--- src/rtl/core/cls_pkg.sv ---
// ----------------------------------------------------------------------------
// cls_pkg
// Shared types and constants for the charlieplexed LED scanner.
// ----------------------------------------------------------------------------
package cls_pkg;

  localparam int PIN_MASK_W = 8;
  localparam int SCAN_W     = 6;
  localparam int S_DATA_W   = 40;
  localparam int S_USER_W   = 2;
  localparam int M_DATA_W   = 24;

  typedef enum logic [S_USER_W-1:0] {
    OP_TICK    = 2'd0,
    OP_SET_LED = 2'd1,
    OP_SET_ALL = 2'd2
  } opcode_t;

  typedef struct packed {
    logic [PIN_MASK_W-1:0] drive;
    logic [PIN_MASK_W-1:0] level;
  } pin_masks_t;

endpackage

--- src/rtl/core/charlieplex_led_scanner_unit.sv ---
// ----------------------------------------------------------------------------
// charlieplex_led_scanner_unit
// On/off store and scan sequencer for LEDs on NUM_PINS charlieplexed pins.
// ----------------------------------------------------------------------------
// Input items arrive on s_tvalid/s_tready/s_tdata with the opcode on s_tuser:
// a tick steps the scan when elapsed_ms is nonzero, set-one-LED writes one
// LED bit, set-all lights or darkens every LED. Each item yields exactly one
// result item on m_tvalid/m_tready/m_tdata carrying the pin drive mask, the
// pin level mask and the current scan position.
// Each result is registered: it enters the output register when that is free,
// else the skid register. One item is taken per cycle while the skid register
// is empty; the LED bits and the scan counters are updated as it is taken.
// Reset darkens all LEDs, sets the scan position to zero and floats all pins.
// When the receiver stalls, a second result is held in a skid register and
// s_tready drops only once both output registers are full.
// ----------------------------------------------------------------------------
module charlieplex_led_scanner_unit #(
  parameter int NUM_PINS = 8
) (
  input  logic                           clk,
  input  logic                           rst,
  input  logic                           s_tvalid,
  output logic                           s_tready,
  // led_index[7:0], led_on[8], level[16:9], elapsed_ms[32:17], zero[39:33]
  input  logic [cls_pkg::S_DATA_W-1:0]   s_tdata,
  // opcode[1:0]
  input  logic [cls_pkg::S_USER_W-1:0]   s_tuser,
  output logic                           m_tvalid,
  input  logic                           m_tready,
  // drive_mask[7:0], level_mask[15:8], scan_position[21:16], zero[23:22]
  output logic [cls_pkg::M_DATA_W-1:0]   m_tdata
);
  import cls_pkg::*;

  localparam int NUM_LEDS  = NUM_PINS * (NUM_PINS - 1);
  localparam int LED_IDX_W = (NUM_LEDS > 2) ? $clog2(NUM_LEDS) : 1;
  localparam int PIN_W     = (NUM_PINS > 2) ? $clog2(NUM_PINS) : 1;

  logic [NUM_LEDS-1:0]   led_bits;
  logic [SCAN_W-1:0]     scan_index;
  logic [PIN_W-1:0]      scan_anode;
  logic [PIN_W-1:0]      scan_column;
  logic [PIN_MASK_W-1:0] pin_drive;
  logic [PIN_MASK_W-1:0] pin_level;

  logic [SCAN_W-1:0]     scan_index_next;
  logic [PIN_W-1:0]      scan_anode_next;
  logic [PIN_W-1:0]      scan_column_next;
  logic [PIN_MASK_W-1:0] pin_drive_next;
  logic [PIN_MASK_W-1:0] pin_level_next;
  logic                  step;
  logic                  lit;
  pin_masks_t            masks;

  logic [M_DATA_W-1:0]   result;
  logic [M_DATA_W-1:0]   skid_data;
  logic                  skid_valid;

  opcode_t               opcode;
  logic [7:0]            led_index;
  logic                  led_on;
  logic [7:0]            level;
  logic [15:0]           elapsed_ms;
  logic                  accept;

  assign opcode     = opcode_t'(s_tuser);
  assign led_index  = s_tdata[7:0];
  assign led_on     = s_tdata[8];
  assign level      = s_tdata[16:9];
  assign elapsed_ms = s_tdata[32:17];

  assign s_tready = !skid_valid;
  assign accept   = s_tvalid && s_tready;

  assign step = (opcode == OP_TICK) && (elapsed_ms != '0);

  always_comb begin
    if (scan_index == SCAN_W'(NUM_LEDS - 1)) begin
      scan_index_next  = '0;
      scan_anode_next  = '0;
      scan_column_next = '0;
    end else begin
      scan_index_next = SCAN_W'(scan_index + SCAN_W'(1));
      if (scan_column == PIN_W'(NUM_PINS - 2)) begin
        scan_column_next = '0;
        scan_anode_next  = PIN_W'(scan_anode + PIN_W'(1));
      end else begin
        scan_column_next = PIN_W'(scan_column + PIN_W'(1));
        scan_anode_next  = scan_anode;
      end
    end
  end

  assign lit = led_bits[scan_index_next[LED_IDX_W-1:0]];

  cls_pin_decode #(
    .PIN_W    (PIN_W)
  ) u_pin_decode (
    .anode  (scan_anode_next),
    .column (scan_column_next),
    .lit    (lit),
    .masks  (masks)
  );

  always_comb begin
    pin_drive_next = step ? masks.drive : pin_drive;
    pin_level_next = step ? masks.level : pin_level;
    result = {2'b00, (step ? scan_index_next : scan_index),
              pin_level_next & pin_drive_next, pin_drive_next};
  end

  always_ff @(posedge clk) begin
    if (rst) begin
      led_bits    <= '0;
      scan_index  <= '0;
      scan_anode  <= '0;
      scan_column <= '0;
      pin_drive   <= '0;
      pin_level   <= '0;
    end else if (accept) begin
      unique case (opcode)
        OP_SET_LED: begin
          if (led_index < 8'(NUM_LEDS)) begin
            led_bits[led_index[LED_IDX_W-1:0]] <= led_on;
          end
        end
        OP_SET_ALL: begin
          led_bits <= {NUM_LEDS{level != '0}};
        end
        OP_TICK: begin
          if (step) begin
            scan_index  <= scan_index_next;
            scan_anode  <= scan_anode_next;
            scan_column <= scan_column_next;
            pin_drive   <= pin_drive_next;
            pin_level   <= pin_level_next;
          end
        end
        default: begin
        end
      endcase
    end
  end

  // hold results in the output register, overflow into the skid register
  always_ff @(posedge clk) begin
    if (rst) begin
      m_tvalid   <= 1'b0;
      skid_valid <= 1'b0;
    end else begin
      if (m_tvalid && m_tready && skid_valid) begin
        skid_valid <= 1'b0;
      end else if (accept) begin
        if (!m_tvalid || m_tready) begin
          m_tvalid <= 1'b1;
        end else begin
          skid_valid <= 1'b1;
        end
      end else if (m_tready) begin
        m_tvalid <= 1'b0;
      end
    end
  end

  always_ff @(posedge clk) begin
    if (m_tvalid && m_tready && skid_valid) begin
      m_tdata <= skid_data;
    end else if (accept && (!m_tvalid || m_tready)) begin
      m_tdata <= result;
    end
    if (accept && m_tvalid && !m_tready) begin
      skid_data <= result;
    end
  end

endmodule

--- src/rtl/core/cls_pin_decode.sv ---
// ----------------------------------------------------------------------------
// cls_pin_decode
// Turns the anode row and cathode column of the selected LED into pin masks (empty if unlit).
// ----------------------------------------------------------------------------
module cls_pin_decode #(
  parameter int PIN_W = 3
) (
  input  logic               [PIN_W-1:0] anode,
  input  logic               [PIN_W-1:0] column,
  input  logic                           lit,
  output cls_pkg::pin_masks_t            masks
);
  import cls_pkg::*;

  logic [PIN_W-1:0] cathode;

  always_comb begin
    cathode = (column >= anode) ? PIN_W'(column + PIN_W'(1)) : column;
    masks.drive = '0;
    masks.level = '0;
    if (lit) begin
      masks.level = PIN_MASK_W'(1) << anode;
      masks.drive = masks.level | (PIN_MASK_W'(1) << cathode);
    end
  end

endmodule

--- config.mk ---
export PLATFORM = sky130hd
export DESIGN_NAME = charlieplex_led_scanner_unit
export DESIGN_NICKNAME = d
export VERILOG_FILES = /design/src/rtl/core/cls_pkg.sv /design/src/rtl/core/charlieplex_led_scanner_unit.sv /design/src/rtl/core/cls_pin_decode.sv
export SDC_FILE = /design/constraint.sdc
export NUM_CORES = 1
export LEC_CHECK = 0
export BUFFER_PORTS_ARGS = -buffer_cell sky130_fd_sc_hd__buf_2
export CORE_UTILIZATION = 45
export CTS_CLUSTER_SIZE = 12
export DETAILED_ROUTE_END_ITERATION = 8
export GPL_TIMING_DRIVEN = 0
export PLACE_DENSITY = 0.71
export SYNTH_ARGS = -nofsm -noshare
export SYNTH_HDL_FRONTEND = slang
export SYNTH_HIERARCHICAL = 1
export SYNTH_SLANG_ARGS = --single-unit
--- constraint.sdc ---
create_clock -name clk -period 6.6 [get_ports clk]
set_input_delay 1.98 -clock clk [delete_from_list [all_inputs] [get_ports clk]]
set_output_delay 1.98 -clock clk [all_outputs]
set_load 0.03 [all_outputs]
==> results.md <==
- Leading cell types in the layout, fill and taps excluded: sky130_fd_sc_hd__nor2_1 (159), sky130_fd_sc_hd__a21oi_1 (93), sky130_fd_sc_hd__dfxtp_1 (86)
- # nets final: 1007
- R2r endpoint: m_tdata[8]
- Share of synthesized area occupied by flip-flops and latches: 41.6%
- Post-CTS Hold Buffers: 0
- Final setup violation count: 0
- Run status: finished, final reports clean
- Sequential fraction of design power: 42.6%
- Gate power share: 11.9%
- Total number of clock tree sinks: 130
- Unique masters post-synth: 64
- Post-route clock period utilization: 65.1%
- Setup skew after layout: 0.0113 ns
- Standby leakage power: 3.05 nW
- Worst Hold End: pin_level[5]
- Area growth from synthesis to layout: 15.8%
- Most instantiated flip-flop cell in the synthesis netlist: sky130_fd_sc_hd__dfxtp_1
- Total chip power: 0.00204 W
- Via Count: 6890
- # DRC: 0
- Number of enable-type register cells in the synthesized netlist: 44
- Count of H-tree levels built during CTS: 4
- Highest ir drop seen on vdd: 0.182 mV
- Netlist area before placement: 7320 µm²
- Grt ovf: 0
- Maximum clock rate: 233 MHz
- X dimension of the die: 130 µm
- Most common library cell in the layout ignoring fill and taps: sky130_fd_sc_hd__nor2_1
- Final HPWL from detailed placement: 14.3 mm
- Critical hold path startpoint: pin_level[5]
- Arrival time at the worst endpoint: 4.47 ns
- Post-synthesis cell count: 876
- CTS tree: done
- Max Fanout on Critical Path: 10
- DR WL/cell: 17.1 µm
- ANT nets after route: 0
- Launch instance of the worst register-to-register path: scan_index[1]
- Switching power: 0.000579 W
- FP Rows: 46
- Accumulated negative setup slack: 0 ns
- Worst reg-to-reg path cell count: 16
- Worst-case clock buffer depth: 2
- Worst path required time: 6.78 ns
- Clock Power Share: 45.5%
- Core Area: 15900 µm²
- Slowest cell on the critical path: sky130_fd_sc_hd__mux2i_1
- Via density: 5.82
- Number of antenna violations at the first check in global routing: 0
- Post-synthesis sequential element count: 130
- Hold Path Cell Cnt: 2
- Starting density of the core: 46.1%
- Via count of the first global-routing pass: 6241
- Global-route usage over all layers: 25.4%
- I/O Pins: 72
- Crit path top cell by count: sky130_fd_sc_hd__mux2i_1
- Total number of yosys warnings: 6
- Type of the worst setup path: reg2reg
- Master cell of the clock root buffer: sky130_fd_sc_hd__clkbuf_16
- Post-cts repair resize count: 0
- Actual transition at the worst max-transition pin: 1.04 ns
- Worst path max stage delay: 0.68 ns
- Wire length of the first global-routing pass: 32.7 mm
- Mapped Avg Cell Area: 8.36 µm²
- Setup slack, reg-to-reg: 2.31 ns
- Diodes inserted: 0
- Total detailed-routing wirelength: 20.3 mm
- Post-CTS Setup Repair Bufs: 0
- Insertion delay of the later-clocked pin in the worst-skew pair: 0.43 ns
- Proportion of total power due to net switching: 28.4%
- Final worst path period need: 4.29 ns
- Input/output buffers: 58
- Proportion of synthesized flip-flops having asynchronous set or reset: 0%
- Critical Path Source Type: flop
- Nature of the critical path endpoint: flop
- Die Y-Extent: 130 µm
- Pre-Repair DR Iteration Count: 6
- Number of failing hold endpoints at the final stage: 0
- Die area: 16800 µm²
- Cell Pwr Density: 240 nW/µm²
- Kind of path behind the tightest hold check: reg2reg
- Critical-path cell list: ha_1 -> buf_2 -> a31oi_1 -> mux2i_1 -> buf_6 -> mux2i_1 -> nand2_1 -> nand3_1 -> o211ai_1 -> and3_1 -> nand2b_1 -> nor3_1 -> a31o_1 -> mux2i_1 -> nor2_1 -> mux2_2
- Max transition margin: 29.9%
- Final-report max-slew violation count: 0
- Inserted Clock Buffers: 17
- DRC violation total after the first TritonRoute iteration: 677
- Setup repair after global routing missed its margin: no
- Maximum capacitance violations: 0
- Final Wtd Congestion: 0.944
- Cell internal power dissipation: 0.00146 W
- Clock Pin Slew Worst Setup and Hold Paths: 0.06 ns
- Proportion of layout cells with a drive suffix above 1: 14.2%
- Largest net degree at the start of global routing: 24
-- routing by layer --
metal	part of all wire (%)	up-vias	global-route usage (%)	wire length (µm)
met5	0	-	0	0
li1	-	3345	-	-
met3	6.9	44	4.79	1400
met1	44	3188	33.9	9000
met4	2.6	0	10.5	529
met2	46	313	40.5	9330
-- area by class of cell --
type,instances,area [µm²]
Timing Repair Buffer,59,305
Clock buffer,17,425
Tap cell,216,270
Clock inverter,15,148
Inverter,24,90.1
Sequential cell,130,3040
Buffer,82,359
Fill cell,1490,7410
Multi-Input combinational cell,641,3840
-- sequential cells by signal, summed over array words and instances (netlist names) --
signal / count
led_bits: 56
m_tdata: 22
m_tvalid: 1
pin_drive: 8
pin_level: 8
scan_anode: 3
scan_column: 3
scan_index: 6
skid_data: 22
skid_valid: 1
-- how the worst max path moves through the flow --
stage | endpoint | slack (ns) | cells past startpoint | start
after floorplan | m_tdata[0] | 2.84 | 3 | s_tvalid
after global placement | m_tdata[8] | 2.06 | 9 | s_tdata[26]
after detailed placement | m_tdata[8] | 2.02 | 9 | s_tdata[26]
after CTS | m_tdata[8] | 2.36 | 16 | scan_index[1]
after global routing | m_tdata[8] | 2.03 | 16 | scan_index[1]
final | m_tdata[8] | 2.31 | 16 | scan_index[1]
-- power groups by stage --
| stage | Sequential, W | Combinational (W) | Clock, W |
|---|---|---|---|
| floorplan | 0.000904 | 0.000147 | 0 |
| global placement | 0.000884 | 0.000233 | 0 |
| detailed placement | 0.000885 | 0.000238 | 0 |
| CTS | 0.000867 | 0.000239 | 0.000930 |
| global route | 0.000871 | 0.000265 | 0.000968 |
| finish | 0.000868 | 0.000243 | 0.000927 |
-- metrics by stage --
step	worst slack (ns)	hold slack, ns	util (%)	cell area, µm²	instances
finish	2.31	0.455	53.4	8480	1184
global route	2.03	0.478	53.4	8480	1184
CTS	2.36	0.455	53.4	8480	1184
detailed placement	2.02	0.446	49.8	7910	1152
global placement	2.06	0.441	49.7	7890	1151
floorplan	2.84	0.436	-	7330	877
-- logic make-up (layout without fill, tap and decap cells) --
family                   count (synthesis)  count (layout)  share of synthesized area [%]
AO/OA/AOI/OAI                          216             216                           20.9
XOR/XNOR                                 6               6                          0.718
adder cells (fa/ha/maj)                  6               6                           1.03
buffers and inverters                  106             197                           6.13
flip-flops                             130             130                           41.6
multiplexers                            52              52                           7.33
other                                    1               2                         0.0512
AND/OR/NAND/NOR                        359             359                           22.3
-- critical path, delay by kind of cell (launching register included) --
kind	cells	cell delay, ns
fa+ha+maj	1	0.20
flops	1	0.45
simple gates	6	0.99
buf+inv	2	0.47
compound gates	3	0.45
mux	4	1.48
-- synth_stat cells, drive strengths merged (2+ instances only) --
master	count	area, µm²
a21o	2	16.3
and3	3	18.8
nand3	73	365
o2111ai	2	17.5
and3b	5	45.0
o32ai	6	60.1
a31o	5	43.8
o21ai	7	46.3
o211a	7	70.1
dfxtp	86	1720
a21oi	95	487
xnor2	2	17.5
nor4	5	31.3
a22oi	3	22.5
mux2i	39	390
a311oi	51	447
mux2	13	146
inv	24	90.1
nor3	7	35.0
and2	2	15.0
buf	26	149
or4b	2	20.0
clkbuf	56	210
nor2	159	597
xor2	4	35.0
nor3b	7	67.6
or4	2	15.0
nand2	75	284
a32oi	3	26.3
nor2b	4	25.0
a31oi	7	43.8
o211ai	8	60.1
a211oi	13	110
edfxtp	44	1320
nand4	3	18.8
nand2b	4	32.5
nand3b	4	30.0
o21a	2	15.0
ha	6	75.1
No activity file was read; power rests on OpenSTA's default activity.
